**config.mk**
```make
export PLATFORM = sky130hd
export DESIGN_NAME = dual_mode_serial_frame_receiver_top
export DESIGN_NICKNAME = d
export VERILOG_FILES = /design/src/rtl/dmsfr_pkg.sv /design/src/rtl/dmsfr_ram.sv /design/src/rtl/dmsfr_ctrl.sv /design/src/rtl/dmsfr_dp.sv /design/src/rtl/dual_mode_serial_frame_receiver_top.sv
export SDC_FILE = /design/constraint.sdc
export NUM_CORES = 2
export LEC_CHECK = 0
export BUFFER_PORTS_ARGS = -buffer_cell sky130_fd_sc_hd__buf_2
export CAP_MARGIN = 0
export CORE_MARGIN = 8
export CORE_UTILIZATION = 30
export DETAILED_ROUTE_END_ITERATION = 8
export GPL_ROUTABILITY_DRIVEN = 1
export SLEW_MARGIN = 20
export SYNTH_ARGS = -nofsm -noshare
export SYNTH_HDL_FRONTEND = slang
export SYNTH_SLANG_ARGS = --single-unit
export TNS_END_PERCENT = 30
```
**constraint.sdc**
```tcl
create_clock -name i_clk -period 19.7 [get_ports i_clk]
set_clock_uncertainty 0.15 [all_clocks]
set_input_delay 1.97 -clock i_clk [delete_from_list [all_inputs] [get_ports i_clk]]
set_output_delay 1.97 -clock i_clk [all_outputs]
set_load 0.02 [all_outputs]
```
**src/rtl/dmsfr_pkg.sv**
```systemverilog
package dmsfr_pkg;

    // Sizing
    localparam int NUM_PORTS   = 2;
    localparam int MAX_PAYLOAD = 64;
    localparam int RAM_DEPTH   = NUM_PORTS * MAX_PAYLOAD;
    localparam int ADDR_W      = (RAM_DEPTH > 1) ? $clog2(RAM_DEPTH) : 1;

    // Field widths
    localparam int PORT_W  = 1;
    localparam int BYTE_W  = 8;
    localparam int CNT_W   = 8;
    localparam int LEN_W   = 7;
    localparam int IDX_W   = 6;
    localparam int CFG_IDX_W = 1;

    // Configuration register indexes
    localparam logic [CFG_IDX_W-1:0] CFG_HEAD_MARKER = 1'd0;
    localparam logic [CFG_IDX_W-1:0] CFG_END_MARKER  = 1'd1;

    // Reset values of the configuration registers
    localparam logic [BYTE_W-1:0] HEAD_MARKER_RST = 8'd126;
    localparam logic [BYTE_W-1:0] END_MARKER_RST  = 8'd125;

    // Command ranges and nibble masks
    localparam logic [BYTE_W-1:0] NIBBLE_CMD_MAX = 8'h0F;
    localparam logic [BYTE_W-1:0] RAW_CMD_MIN    = 8'hF0;
    localparam logic [BYTE_W-1:0] HI_MASK        = 8'hF0;
    localparam logic [BYTE_W-1:0] LO_MASK        = 8'h0F;

    // Per-port parser step
    typedef enum logic [10:0] {
        P_HUNT     = 11'b000_0000_0001,
        P_CMD      = 11'b000_0000_0010,
        P_LEN      = 11'b000_0000_0100,
        P_NLEN_LO  = 11'b000_0000_1000,
        P_NLEN_HI  = 11'b000_0001_0000,
        P_DATA     = 11'b000_0010_0000,
        P_NDATA    = 11'b000_0100_0000,
        P_CRC      = 11'b000_1000_0000,
        P_NCRC_LO  = 11'b001_0000_0000,
        P_NCRC_HI  = 11'b010_0000_0000,
        P_END      = 11'b100_0000_0000
    } t_parse;

    // Controller to datapath
    typedef struct packed {
        logic capture;   // latch the accepted byte and port
        logic process;   // run the parser step for the latched byte
        logic load;      // move one result into the output register
        logic advance;   // step to the next payload byte
    } t_cmd;

    // Datapath to controller
    typedef struct packed {
        logic deliver;   // the processed byte closes a good frame
        logic empty;     // that frame has no payload
        logic last;      // current result is the final one of the frame
        logic out_free;  // output register can take a result this cycle
    } t_status;

endpackage

```
**src/rtl/dmsfr_ram.sv**
```systemverilog
module dmsfr_ram #(
    parameter  int WIDTH  = 8,
    parameter  int DEPTH  = 128,
    localparam int ADDR_W = (DEPTH > 1) ? $clog2(DEPTH) : 1
) (
    input  logic              i_clk,
    input  logic              i_we,
    input  logic [ADDR_W-1:0] i_waddr,
    input  logic [WIDTH-1:0]  i_wdata,
    input  logic [ADDR_W-1:0] i_raddr,
    output logic [WIDTH-1:0]  o_rdata
);

    logic [WIDTH-1:0] r_mem [DEPTH];
    logic [WIDTH-1:0] r_rdata;

    always_ff @(posedge i_clk) begin
        if (i_we) begin
            r_mem[i_waddr] <= i_wdata;
        end
        r_rdata <= r_mem[i_raddr];
    end

    assign o_rdata = r_rdata;

endmodule

```
**src/rtl/dmsfr_ctrl.sv**
```systemverilog
module dmsfr_ctrl (
    input  logic              i_clk,
    input  logic              i_rst_n,
    input  logic              i_in_valid,
    output logic              o_in_ready,
    input  dmsfr_pkg::t_status i_status,
    output dmsfr_pkg::t_cmd    o_cmd
);
    import dmsfr_pkg::*;

    typedef enum logic [3:0] {
        S_IDLE = 4'b0001,
        S_PROC = 4'b0010,
        S_RD   = 4'b0100,
        S_LD   = 4'b1000
    } t_ctrl_state;

    t_ctrl_state r_state;
    t_ctrl_state n_state;

    always_ff @(posedge i_clk) begin
        if (!i_rst_n) begin
            r_state <= S_IDLE;
        end else begin
            r_state <= n_state;
        end
    end

    always_comb begin
        n_state    = r_state;
        o_cmd      = '0;
        o_in_ready = 1'b0;
        case (r_state)
            S_IDLE: begin
                // refuse transactions while reset is held
                o_in_ready = i_rst_n;
                if (i_in_valid && i_rst_n) begin
                    o_cmd.capture = 1'b1;
                    n_state       = S_PROC;
                end
            end
            S_PROC: begin
                o_cmd.process = 1'b1;
                if (i_status.deliver) begin
                    n_state = i_status.empty ? S_LD : S_RD;
                end else begin
                    n_state = S_IDLE;
                end
            end
            S_RD: begin
                n_state = S_LD;
            end
            S_LD: begin
                if (i_status.out_free) begin
                    o_cmd.load = 1'b1;
                    if (i_status.last) begin
                        n_state = S_IDLE;
                    end else begin
                        o_cmd.advance = 1'b1;
                        n_state       = S_RD;
                    end
                end
            end
            default: begin
                n_state = S_IDLE;
            end
        endcase
    end

endmodule

```
**src/rtl/dmsfr_dp.sv**
```systemverilog
module dmsfr_dp (
    input  logic                               i_clk,
    input  logic                               i_rst_n,
    input  logic [dmsfr_pkg::PORT_W-1:0]       i_port,
    input  logic [dmsfr_pkg::BYTE_W-1:0]       i_rx_byte,
    input  logic                               i_cfg_valid,
    input  logic [dmsfr_pkg::CFG_IDX_W-1:0]    i_cfg_index,
    input  logic [dmsfr_pkg::BYTE_W-1:0]       i_cfg_data,
    input  logic                               i_out_ready,
    output logic                               o_out_valid,
    output logic [dmsfr_pkg::PORT_W-1:0]       o_out_port,
    output logic [dmsfr_pkg::BYTE_W-1:0]       o_command,
    output logic [dmsfr_pkg::LEN_W-1:0]        o_frame_length,
    output logic [dmsfr_pkg::IDX_W-1:0]        o_byte_index,
    output logic [dmsfr_pkg::BYTE_W-1:0]       o_payload_byte,
    output logic                               o_last,
    input  dmsfr_pkg::t_cmd                    i_cmd,
    output dmsfr_pkg::t_status                 o_status
);
    import dmsfr_pkg::*;

    // Configuration
    logic [BYTE_W-1:0] r_head;
    logic [BYTE_W-1:0] r_end;

    // Latched input transaction
    logic [PORT_W-1:0] r_port;
    logic [BYTE_W-1:0] r_byte;

    // Per-port parser state
    t_parse            r_step [NUM_PORTS];
    t_parse            n_step [NUM_PORTS];
    logic [BYTE_W-1:0] r_cmd  [NUM_PORTS];
    logic [BYTE_W-1:0] n_cmd  [NUM_PORTS];
    logic [CNT_W-1:0]  r_exp  [NUM_PORTS];
    logic [CNT_W-1:0]  n_exp  [NUM_PORTS];
    logic [CNT_W-1:0]  r_rcv  [NUM_PORTS];
    logic [CNT_W-1:0]  n_rcv  [NUM_PORTS];
    logic [BYTE_W-1:0] r_sck  [NUM_PORTS];
    logic [BYTE_W-1:0] n_sck  [NUM_PORTS];
    logic [BYTE_W-1:0] r_rck  [NUM_PORTS];
    logic [BYTE_W-1:0] n_rck  [NUM_PORTS];
    logic [3:0]        r_nib  [NUM_PORTS];
    logic [3:0]        n_nib  [NUM_PORTS];

    // Delivery
    logic [PORT_W-1:0] r_dl_port;
    logic [BYTE_W-1:0] r_dl_cmd;
    logic [LEN_W-1:0]  r_dl_len;
    logic [IDX_W-1:0]  r_k;

    // Output register
    logic              r_out_valid;
    logic [PORT_W-1:0] r_out_port;
    logic [BYTE_W-1:0] r_out_cmd;
    logic [LEN_W-1:0]  r_out_len;
    logic [IDX_W-1:0]  r_out_idx;
    logic [BYTE_W-1:0] r_out_byte;
    logic              r_out_last;

    // Payload store
    logic              ram_we;
    logic [ADDR_W-1:0] ram_waddr;
    logic [BYTE_W-1:0] ram_wdata;
    logic [ADDR_W-1:0] ram_raddr;
    logic [BYTE_W-1:0] ram_rdata;

    logic              deliver;
    logic [CNT_W-1:0]  dl_exp;
    logic              port_ok;

    assign port_ok = (int'(r_port) < NUM_PORTS);

    // Parser step for the latched byte
    always_comb begin
        t_parse            st;
        logic [BYTE_W-1:0] b;
        logic [CNT_W-1:0]  ex;
        logic [CNT_W-1:0]  rc;
        logic [CNT_W-1:0]  rc_half;
        logic [BYTE_W-1:0] full;
        logic              stray;

        n_step = r_step;
        n_cmd  = r_cmd;
        n_exp  = r_exp;
        n_rcv  = r_rcv;
        n_sck  = r_sck;
        n_rck  = r_rck;
        n_nib  = r_nib;

        b       = r_byte;
        st      = r_step[r_port];
        ex      = r_exp[r_port];
        rc      = r_rcv[r_port];
        rc_half = rc >> 1;
        full    = {b[7:4], r_nib[r_port]};
        stray   = 1'b0;
        deliver = 1'b0;
        dl_exp  = ex;

        ram_we    = 1'b0;
        ram_waddr = '0;
        ram_wdata = b;

        if (i_cmd.process && port_ok) begin
            case (st)
                P_HUNT: begin
                    stray = (b == r_head);
                end
                P_CMD: begin
                    if (b <= NIBBLE_CMD_MAX) begin
                        n_cmd[r_port]  = b;
                        n_step[r_port] = P_NLEN_LO;
                    end else if (b >= RAW_CMD_MIN) begin
                        n_cmd[r_port]  = b;
                        n_step[r_port] = P_LEN;
                    end else begin
                        stray = 1'b1;
                    end
                end
                P_LEN: begin
                    n_exp[r_port]  = b;
                    n_step[r_port] = (b == '0) ? P_END : P_DATA;
                end
                P_NLEN_LO: begin
                    if ((b & HI_MASK) == '0) begin
                        n_exp[r_port]  = b;
                        n_step[r_port] = P_NLEN_HI;
                    end else begin
                        stray = 1'b1;
                    end
                end
                P_NLEN_HI: begin
                    if ((b & LO_MASK) == '0) begin
                        n_exp[r_port] = ex | b;
                        if ((ex | b) == '0) begin
                            n_step[r_port] = P_END;
                        end else if ((ex[0] | b[0]) == 1'b1) begin
                            // odd nibble count cannot form whole bytes
                            n_step[r_port] = P_HUNT;
                        end else begin
                            n_step[r_port] = P_NDATA;
                        end
                    end else begin
                        stray = 1'b1;
                    end
                end
                P_DATA: begin
                    if (int'(rc) < MAX_PAYLOAD) begin
                        ram_we    = 1'b1;
                        ram_waddr = ADDR_W'(int'(r_port) * MAX_PAYLOAD + int'(rc));
                    end
                    n_rck[r_port] = r_rck[r_port] ^ b;
                    n_rcv[r_port] = rc + 1'b1;
                    if (CNT_W'(rc + 1'b1) == ex) begin
                        n_step[r_port] = P_CRC;
                    end
                end
                P_NDATA: begin
                    if (rc[0] == 1'b0) begin
                        // hold the low nibble until its partner arrives
                        if ((b & HI_MASK) == '0) begin
                            n_nib[r_port] = b[3:0];
                            n_rcv[r_port] = rc + 1'b1;
                        end else begin
                            stray = 1'b1;
                        end
                    end else begin
                        if ((b & LO_MASK) == '0) begin
                            if (int'(rc_half) < MAX_PAYLOAD) begin
                                ram_we        = 1'b1;
                                ram_waddr     = ADDR_W'(int'(r_port) * MAX_PAYLOAD
                                                        + int'(rc_half));
                                ram_wdata     = full;
                                n_rck[r_port] = r_rck[r_port] ^ full;
                            end
                            n_rcv[r_port] = rc + 1'b1;
                            if (CNT_W'(rc + 1'b1) == ex) begin
                                n_step[r_port] = P_NCRC_LO;
                            end
                        end else begin
                            stray = 1'b1;
                        end
                    end
                end
                P_CRC: begin
                    n_sck[r_port]  = b;
                    n_step[r_port] = P_END;
                end
                P_NCRC_LO: begin
                    if ((b & HI_MASK) == '0) begin
                        n_sck[r_port]  = b;
                        n_step[r_port] = P_NCRC_HI;
                    end else begin
                        stray = 1'b1;
                    end
                end
                P_NCRC_HI: begin
                    if ((b & LO_MASK) == '0) begin
                        n_sck[r_port]  = r_sck[r_port] | b;
                        n_exp[r_port]  = ex >> 1;
                        n_step[r_port] = P_END;
                    end else begin
                        stray = 1'b1;
                    end
                end
                P_END: begin
                    if (b == r_head) begin
                        stray = 1'b1;
                    end else begin
                        n_step[r_port] = P_HUNT;
                        if (b == r_end && r_rck[r_port] == r_sck[r_port]
                            && int'(ex) <= MAX_PAYLOAD) begin
                            deliver = 1'b1;
                        end
                    end
                end
                default: begin
                    n_step[r_port] = P_HUNT;
                end
            endcase

            // head marker restarts the frame, anything else drops it
            if (stray) begin
                if (b == r_head) begin
                    n_step[r_port] = P_CMD;
                    n_cmd[r_port]  = '0;
                    n_exp[r_port]  = '0;
                    n_rcv[r_port]  = '0;
                    n_sck[r_port]  = '0;
                    n_rck[r_port]  = '0;
                end else begin
                    n_step[r_port] = P_HUNT;
                end
            end
        end
    end

    assign ram_raddr = ADDR_W'(int'(r_dl_port) * MAX_PAYLOAD + int'(r_k));

    dmsfr_ram #(
        .WIDTH (BYTE_W),
        .DEPTH (RAM_DEPTH)
    ) u_store (
        .i_clk   (i_clk),
        .i_we    (ram_we),
        .i_waddr (ram_waddr),
        .i_wdata (ram_wdata),
        .i_raddr (ram_raddr),
        .o_rdata (ram_rdata)
    );

    always_comb begin
        o_status.deliver  = deliver;
        o_status.empty    = (dl_exp == '0);
        o_status.last     = (r_dl_len == '0) || ((LEN_W'(r_k) + 1'b1) == r_dl_len);
        o_status.out_free = !r_out_valid || i_out_ready;
    end

    // Configuration and latched transaction
    always_ff @(posedge i_clk) begin
        if (!i_rst_n) begin
            r_head <= HEAD_MARKER_RST;
            r_end  <= END_MARKER_RST;
        end else if (i_cfg_valid) begin
            case (i_cfg_index)
                CFG_HEAD_MARKER: r_head <= i_cfg_data;
                CFG_END_MARKER:  r_end  <= i_cfg_data;
                default: begin
                end
            endcase
        end
    end

    always_ff @(posedge i_clk) begin
        if (i_cmd.capture) begin
            r_port <= i_port;
            r_byte <= i_rx_byte;
        end
    end

    always_ff @(posedge i_clk) begin
        if (!i_rst_n) begin
            for (int p = 0; p < NUM_PORTS; p++) begin
                r_step[p] <= P_HUNT;
                r_cmd[p]  <= '0;
                r_exp[p]  <= '0;
                r_rcv[p]  <= '0;
                r_sck[p]  <= '0;
                r_rck[p]  <= '0;
                r_nib[p]  <= '0;
            end
        end else begin
            r_step <= n_step;
            r_cmd  <= n_cmd;
            r_exp  <= n_exp;
            r_rcv  <= n_rcv;
            r_sck  <= n_sck;
            r_rck  <= n_rck;
            r_nib  <= n_nib;
        end
    end

    // Delivery bookkeeping
    always_ff @(posedge i_clk) begin
        if (!i_rst_n) begin
            r_k <= '0;
        end else if (deliver) begin
            r_k <= '0;
        end else if (i_cmd.advance) begin
            r_k <= r_k + 1'b1;
        end
    end

    always_ff @(posedge i_clk) begin
        if (deliver) begin
            r_dl_port <= r_port;
            r_dl_cmd  <= r_cmd[r_port];
            r_dl_len  <= dl_exp[LEN_W-1:0];
        end
    end

    // Output register
    always_ff @(posedge i_clk) begin
        if (!i_rst_n) begin
            r_out_valid <= 1'b0;
        end else if (i_cmd.load) begin
            r_out_valid <= 1'b1;
        end else if (i_out_ready) begin
            r_out_valid <= 1'b0;
        end
    end

    always_ff @(posedge i_clk) begin
        if (i_cmd.load) begin
            r_out_port <= r_dl_port;
            r_out_cmd  <= r_dl_cmd;
            r_out_len  <= r_dl_len;
            r_out_idx  <= r_k;
            r_out_byte <= (r_dl_len == '0) ? '0 : ram_rdata;
            r_out_last <= o_status.last;
        end
    end

    assign o_out_valid    = r_out_valid;
    assign o_out_port     = r_out_port;
    assign o_command      = r_out_cmd;
    assign o_frame_length = r_out_len;
    assign o_byte_index   = r_out_idx;
    assign o_payload_byte = r_out_byte;
    assign o_last         = r_out_last;

endmodule

```
**src/rtl/dual_mode_serial_frame_receiver_top.sv**
```systemverilog
// Channel   Direction  Handshake                  Payload
// input     in         i_in_valid / o_in_ready    i_port, i_rx_byte
// result    out        o_out_valid / i_out_ready  o_out_port, o_command, o_frame_length,
//                                                 o_byte_index, o_payload_byte, o_last
// config    in         i_cfg_valid / o_cfg_ready  i_cfg_index, i_cfg_data
//
// A received byte is accepted in S_IDLE; then, in S_PROC, the parser step of its port
// runs and writes the payload store.
// A byte that closes a good frame then streams its results, each through a store
// read (S_RD) and an output load (S_LD), set by the registered read port of the store;
// an empty frame skips the store read and loads its single result in S_LD.
// Output stalls hold the stream; the last result waits in the output register
// while the next input byte is already accepted; none is accepted before that load.
// Synchronous active-low reset; the payload store needs no clearing pass.
module dual_mode_serial_frame_receiver_top (
    input  logic                               i_clk,
    input  logic                               i_rst_n,
    // input byte transactions
    input  logic                               i_in_valid,
    output logic                               o_in_ready,
    input  logic [dmsfr_pkg::PORT_W-1:0]       i_port,
    input  logic [dmsfr_pkg::BYTE_W-1:0]       i_rx_byte,
    // result transactions
    output logic                               o_out_valid,
    input  logic                               i_out_ready,
    output logic [dmsfr_pkg::PORT_W-1:0]       o_out_port,
    output logic [dmsfr_pkg::BYTE_W-1:0]       o_command,
    output logic [dmsfr_pkg::LEN_W-1:0]        o_frame_length,
    output logic [dmsfr_pkg::IDX_W-1:0]        o_byte_index,
    output logic [dmsfr_pkg::BYTE_W-1:0]       o_payload_byte,
    output logic                               o_last,
    // configuration writes
    input  logic                               i_cfg_valid,
    output logic                               o_cfg_ready,
    input  logic [dmsfr_pkg::CFG_IDX_W-1:0]    i_cfg_index,
    input  logic [dmsfr_pkg::BYTE_W-1:0]       i_cfg_data
);
    import dmsfr_pkg::*;

    t_cmd    cmd;
    t_status status;

    // Marker registers take a write in any cycle out of reset.
    assign o_cfg_ready = i_rst_n;

    // Sequencer: accept, parse, then walk the stored payload on delivery.
    dmsfr_ctrl u_ctrl (
        .i_clk      (i_clk),
        .i_rst_n    (i_rst_n),
        .i_in_valid (i_in_valid),
        .o_in_ready (o_in_ready),
        .i_status   (status),
        .o_cmd      (cmd)
    );

    // Per-port parsers, payload store and output register.
    dmsfr_dp u_dp (
        .i_clk          (i_clk),
        .i_rst_n        (i_rst_n),
        .i_port         (i_port),
        .i_rx_byte      (i_rx_byte),
        .i_cfg_valid    (i_cfg_valid),
        .i_cfg_index    (i_cfg_index),
        .i_cfg_data     (i_cfg_data),
        .i_out_ready    (i_out_ready),
        .o_out_valid    (o_out_valid),
        .o_out_port     (o_out_port),
        .o_command      (o_command),
        .o_frame_length (o_frame_length),
        .o_byte_index   (o_byte_index),
        .o_payload_byte (o_payload_byte),
        .o_last         (o_last),
        .i_cmd          (cmd),
        .o_status       (status)
    );

endmodule
```
Word level (Yosys, flattened, before mapping) --
Memories as Yosys holds them, arrays and structs flattened. A register that Yosys moved wholly into a read port is not among the register bits. Cells that the tools add are included. W data, S select, Z words.
Word-level totals: register bits after elaboration 193, RAM bits 1024, output and inout port bits 34, memories kept 1
Operators by class: add/sub/neg operators 6, $lt $le $gt $ge 7, equal/unequal tests 22, multiplexer cells 135, bitwise gates (word level) 47, reduce and logical (&&, ||, !) cells 21
Memory list:
- u_dp.u_store.r_mem | words 128, width 8, rd ports 1, clocked after Yosys merged registers in 1, wr ports 1, RTL line dmsfr_ram.sv:14 | logic [WIDTH-1:0] r_mem [DEPTH];
Operator list (number):
- $mux W16 | 29
- $mux W22 | 16
- $pmux W22 S11 | 1
- $and A20 B20 Y20 | 11
- $not A20 Y20 | 10
- $bwmux W16 | 9
- $mux W8 | 16
- $and A16 B16 Y16 | 5
- $pmux W16 S2 | 2
- $pmux W16 S4 | 1
- $mux W11 | 5
- $mux W4 | 13
- $pmux W16 S3 | 1
- $logic_not A8 Y1 | 5
- $mux W7 | 5
- $eq A8 B8 Y1 | 4
- $mux W1 | 25
- $bwmux W22 | 1
- $or A2 B2 Y2 | 11
- $not A16 Y16 | 1
- $or A8 B8 Y8 | 2
- $pmux W4 S4 | 1
- $xor A8 B8 Y8 | 2
- $add A7 B7 Y7 | 2
- other kinds (49) | 60

Depth between registers and ports, before layout --
depth after elaboration 15, mapped depth 16, gate-level depth less buffers 11

Hierarchy --
A second synthesis with hierarchy kept.
Second synthesis, totals: cell total of the unflattened synthesis 2882, area, all modules 50762.4 um2
Modules (own cells, without submodules):
- dmsfr_ram | times used 1, cells each 1628, area an instance 39640.5 um2
- dmsfr_dp | times used 1, cells each 1221, area an instance 10814.1 um2
- dmsfr_ctrl | times used 1, cells each 32, area an instance 300.3 um2
- dual_mode_serial_frame_receiver_top | times used 1, cells each 1, area an instance 7.5 um2

Worst setup path after synthesis --
Ideal clock, no wire load.
path kind reg2reg, start point register u_dp.r_port, end point memory u_dp.u_store.r_mem[0][0] (data pin), setup time 855 ps, arrival time 5977 ps, slack 12718 ps, stages on the path, launching flop included 13, path buffers 10, path through edfxtp_1 buf_2 buf_4 buf_4 buf_2 buf_2 buf_2 buf_2 buf_1 buf_2 buf_1 mux2i_1 o21bai_1
On the way: longest elaborated chain between the ends 10, elaborated cells on any way between the ends 17, classes of those cells order compare (1); eq/ne (1); mux (14); bitwise (1)
Ends and longest elaborated chain:
- start, declared | RTL line dmsfr_dp.sv:27 | logic [PORT_W-1:0] r_port;
- start signal, assigned | RTL line dmsfr_dp.sv:278 | r_port <= i_port;
- $not A1 Y2 (not written as such) (*) | RTL line dmsfr_dp.sv:93, dmsfr_dp.sv:95, dmsfr_dp.sv:97
- $mux W8 (not written as such) (3 in a row) | RTL line dmsfr_dp.sv:95 | rc = r_rcv[r_port];
- $lt A7 B7 Y1 | RTL line dmsfr_dp.sv:171 | if (int'(rc_half) < MAX_PAYLOAD) begin
- $mux W4 | RTL line dmsfr_dp.sv:171
- $mux W4 | RTL line dmsfr_dp.sv:170 | if ((b & LO_MASK) == '0) begin
- $mux W4 | RTL line dmsfr_dp.sv:161 | if (rc[0] == 1'b0) begin
- $mux W4 (*) | RTL line dmsfr_dp.sv:107 | case (st)
- $mux W4 (*) | RTL line dmsfr_dp.sv:106 | if (i_cmd.process && port_ok) begin
- via u_dp.ram_wdata[0] | RTL line dmsfr_dp.sv:64 | logic [BYTE_W-1:0] ram_wdata;
- end, declared | RTL line dmsfr_ram.sv:14
Mark *: on every way through the listed nets, which the timed path passes. The rest lies on a longest branch. The select of a mux whose other input is x is not followed.

Worst setup path in the final report --
start point register u_dp.r_port, end point memory u_dp.u_store.r_mem[92][5] (enable)
On the way: longest elaborated chain between the ends 12, elaborated cells on any way between the ends 27, classes of those cells add/sub (2); order compare (2); eq/ne (2); mux (20); bitwise (1)
Ends and longest elaborated chain:
- $not A1 Y2 (not written as such) | RTL line dmsfr_dp.sv:93, dmsfr_dp.sv:95
- $mux W8 (not written as such) (3 in a row) | RTL line dmsfr_dp.sv:95
- $lt A7 B7 Y1 | RTL line dmsfr_dp.sv:171
- $mux W1 | RTL line dmsfr_dp.sv:171
- $mux W1 | RTL line dmsfr_dp.sv:170
- $mux W1 | RTL line dmsfr_dp.sv:161
- $pmux W1 S2 | RTL line dmsfr_dp.sv:107
- $mux W1 | RTL line dmsfr_dp.sv:106
- $mux W1 | RTL line dmsfr_ram.sv:18 | if (i_we) begin
- $mux W1 (not written as such) | RTL line dmsfr_ram.sv:19 | r_mem[i_waddr] <= i_wdata;
Several ways; a longest one is shown, not always the timed one. The select of a mux whose other input is x is not followed.

==> metrics <==
outcome=finished clean; reg-to-reg endpoint=u_dp.u_store.r_mem[92][5]; Worst Path Arrival=6650 ps; reg2reg start=u_dp.r_port; Final Instance Area=57580 um^2; H-Tree Depth=3; Net Switching=0.001060 W; Post-Layout Cell Count=5290; Clock Tree Buf Depth=3; Final Wtd Congestion=0.9433; layout cell share with drive strength beyond 1=22.64%; Seq/Total Area, Yosys=69.48%; IO buf count=56; P_leak=17.35 nW; clk root buf=clkbuf_16; hold path cells=0; num rows=151; clock sink total=1225; Via density=5.328; grt ovf=0; Die Ht=427.7 um; DRT Pass-1 Iters=6; Slew @ Worst Pin=1154 ps; drt initial violations=3088; WL per Instance=25.34 um; initial core utilization=30.11%; DRT Wirelength=134100 um; worst skew pair latency=720 ps; CORE AREA=168900 um^2; layout net count=2999; DRC viols=0; IO Pins=57; most common cell after layout, fill and taps aside=edfxtp_1; Synth warnings=0; Yosys reg bits=1225; TritonCTS Buffers=117; pre-CTS setup slack=13380 ps; global-route wire length before repair=197700 um; EDFF count, synth=1080; initial antenna violation count=8; ys flop type=edfxtp_1; global-route met1 utilization=20.79%; Final Hold Viols=0; Clk pwr share=43.9%; RSZ-0062 raised after global routing=false; DP HPWL=81340 um; Final setup viols=0; setup tns final=0 ps; Syn Area/Cell=17.33 um^2; Final Critical Period=6452 ps; Rel. slew slack=23.10%; clock-pin slew of the registers on the worst-case setup and hold paths=60 ps; Yosys cell types=92; CP max FO=65; Post-CTS Hold Buffers=0; share of power burned in registers=54.5%; largest net degree at the start of global routing=156; origin of the worst min-delay path=u_dp.r_dl_cmd[0]; max-slew violations=0; met2 usage=22.24%; post-layout util=34.09%; Worst setup EP type=flop; max_cap viols=0; Tot GR Track Use=14.38%; Layout area overhead=13.23%; DIE AREA=182900 um^2; fmax=0.1550 GHz; postcts setup bufs=0; Placed Area=53690 um^2; final period utilization=32.75%; placed cells=5073; Worst Hold Endpoint=u_dp.o_command[0]; Gate power share=1.6%; crit start category=flop; Synth async-reset ratio=0%; Worst VDD drop=0.07383 mV; R2R Setup Slk=13250 ps; Min-Delay Path Class=flop to flop; gr busiest metal=met2; worst path required time=19900 ps; Post-CTS Resized=0; most frequent cells in the layout=1080 x edfxtp_1, 336 x mux4_2, 222 x nor2_1, 156 x nand2_1, 140 x dfxtp_1; mapped cell area=50860 um^2; Die Wd=427.7 um; critical path class=flop to flop; Syn Nets=2960; vias in the first global route=27880; reg2reg path depth=10; CTS tree=built; Vias=28180; Worst Setup Slack, final=13250 ps; Pwr Density=89.71 nW/um^2; post-route ant nets=0; Int Power=0.004106 W; switching share of power=20.51%; GRT met3 Usage=3.083%; Cells after Synth=2935
[power groups by stage]
stage               Combinational [W]  Clock (W)  Sequential (W)
floorplan                   0.0000396          0         0.00288
global placement            0.0000844          0         0.00287
detailed placement          0.0000847          0         0.00287
CTS                         0.0000849    0.00231         0.00282
global route                0.0000910    0.00240         0.00281
finish                      0.0000843    0.00227         0.00282
[sequential cells by signal, summed over array words and instances, names as in the netlist, 7 cells and up]
name and flops:
u_dp.r_rck 16, u_dp.r_byte 8, u_dp.r_sck 16, u_dp.o_command 8, u_dp.r_dl_len 7, u_dp.r_head 8, u_dp.r_exp 16, u_dp.r_step 22
u_dp.r_end 8, u_dp.u_store.r_mem 1024, u_dp.r_rcv 16, u_dp.o_payload_byte 8, u_dp.r_nib 8, u_dp.o_frame_length 7, u_dp.r_dl_cmd 8, u_dp.r_cmd 16
u_dp.u_store.o_rdata 8
[kinds of logic after synthesis]
family	synth area share, %
adders and majority gates	0.04920
muxes	15.98
and+or+nand+nor	6.185
xor gates and xnor gates	1.137
AOI/OAI and AO/OA	5.523
buffers and inverters	1.648
DFF	69.48
[metal layers]
layer,vias to the layer above,part of all wire [%],routed length [um]
li1,11990,-,-
met1,14610,43,57950
met3,222,8.6,11520
met4,0,2.5,3354
met5,-,0,0
met2,1358,46,61240
[worst max-delay path: stages, from the launching register on]
cell and delay, ps:
edfxtp_1 320, buf_4 550, buf_4 640, or4b_1 650
a22o_1 320, nor3_2 860, nor2_1 270, nor2_1 600
and2_1 310, nand2_2 580, nor2_1 800
[area by class of cell]
| type | count | area (um^2) |
|---|---|---|
| Inverter | 27 | 101.3 |
| Clock inverter | 67 | 759.5 |
| Clock buffer | 148 | 3127 |
| Antenna cell | 2 | 5.005 |
| Timing Repair Buffer | 104 | 703.2 |
| Fill cell | 15930 | 111300 |
| Tap cell | 2218 | 2775 |
| Multi-Input combinational cell | 1499 | 14760 |
| Sequential cell | 1225 | 35350 |
[worst max-delay path by stage]
stage | slack, ps | to | depth (start not counted) | startpoint
global placement | 13490 | u_dp.u_store.r_mem[92][5] | 10 | u_dp.r_port
finish | 13250 | u_dp.u_store.r_mem[92][5] | 10 | u_dp.r_port
global route | 12970 | u_dp.u_store.r_mem[92][6] | 10 | u_dp.r_port
floorplan | 12720 | u_dp.u_store.r_mem[0][0] | 12 | u_dp.r_port
CTS | 13390 | u_dp.u_store.r_mem[97][4] | 10 | u_dp.r_port
detailed placement | 13380 | u_dp.u_store.r_mem[92][5] | 10 | u_dp.r_port
[synth_stat cells, types with 22 or more instances]
| master | count | area share, % |
|---|---|---|
| xnor2_1 | 25 | 0.43 |
| o21ai_0 | 75 | 0.74 |
| clkbuf_1 | 117 | 0.86 |
| mux2i_1 | 31 | 0.61 |
| buf_1 | 43 | 0.32 |
| nor2_1 | 223 | 1.6 |
| nand2_1 | 163 | 1.2 |
| mux4_2 | 336 | 15 |
| nor4_1 | 23 | 0.28 |
| mux2_2 | 22 | 0.49 |
| nor3_1 | 30 | 0.30 |
| inv_1 | 26 | 0.19 |
| a22o_1 | 24 | 0.41 |
| a21oi_1 | 61 | 0.60 |
| and2_1 | 23 | 0.28 |
| dfxtp_1 | 145 | 5.7 |
| edfxtp_1 | 1080 | 64 |
| xor2_1 | 41 | 0.71 |
| a22oi_1 | 44 | 0.65 |
| nand3_1 | 50 | 0.49 |
[stage by stage]
stage | total power, W | hold slack [ps]
6_report | 0.005166 | 273.6
3_3_place_gp | 0.002956 | 260.6
5_1_grt | 0.005310 | 286.1
4_1_cts | 0.005206 | 273.1
2_1_floorplan | 0.002920 | 250.3
3_5_place_dp | 0.002956 | 256.8
Note: power is estimated with default switching activity, not from simulation.
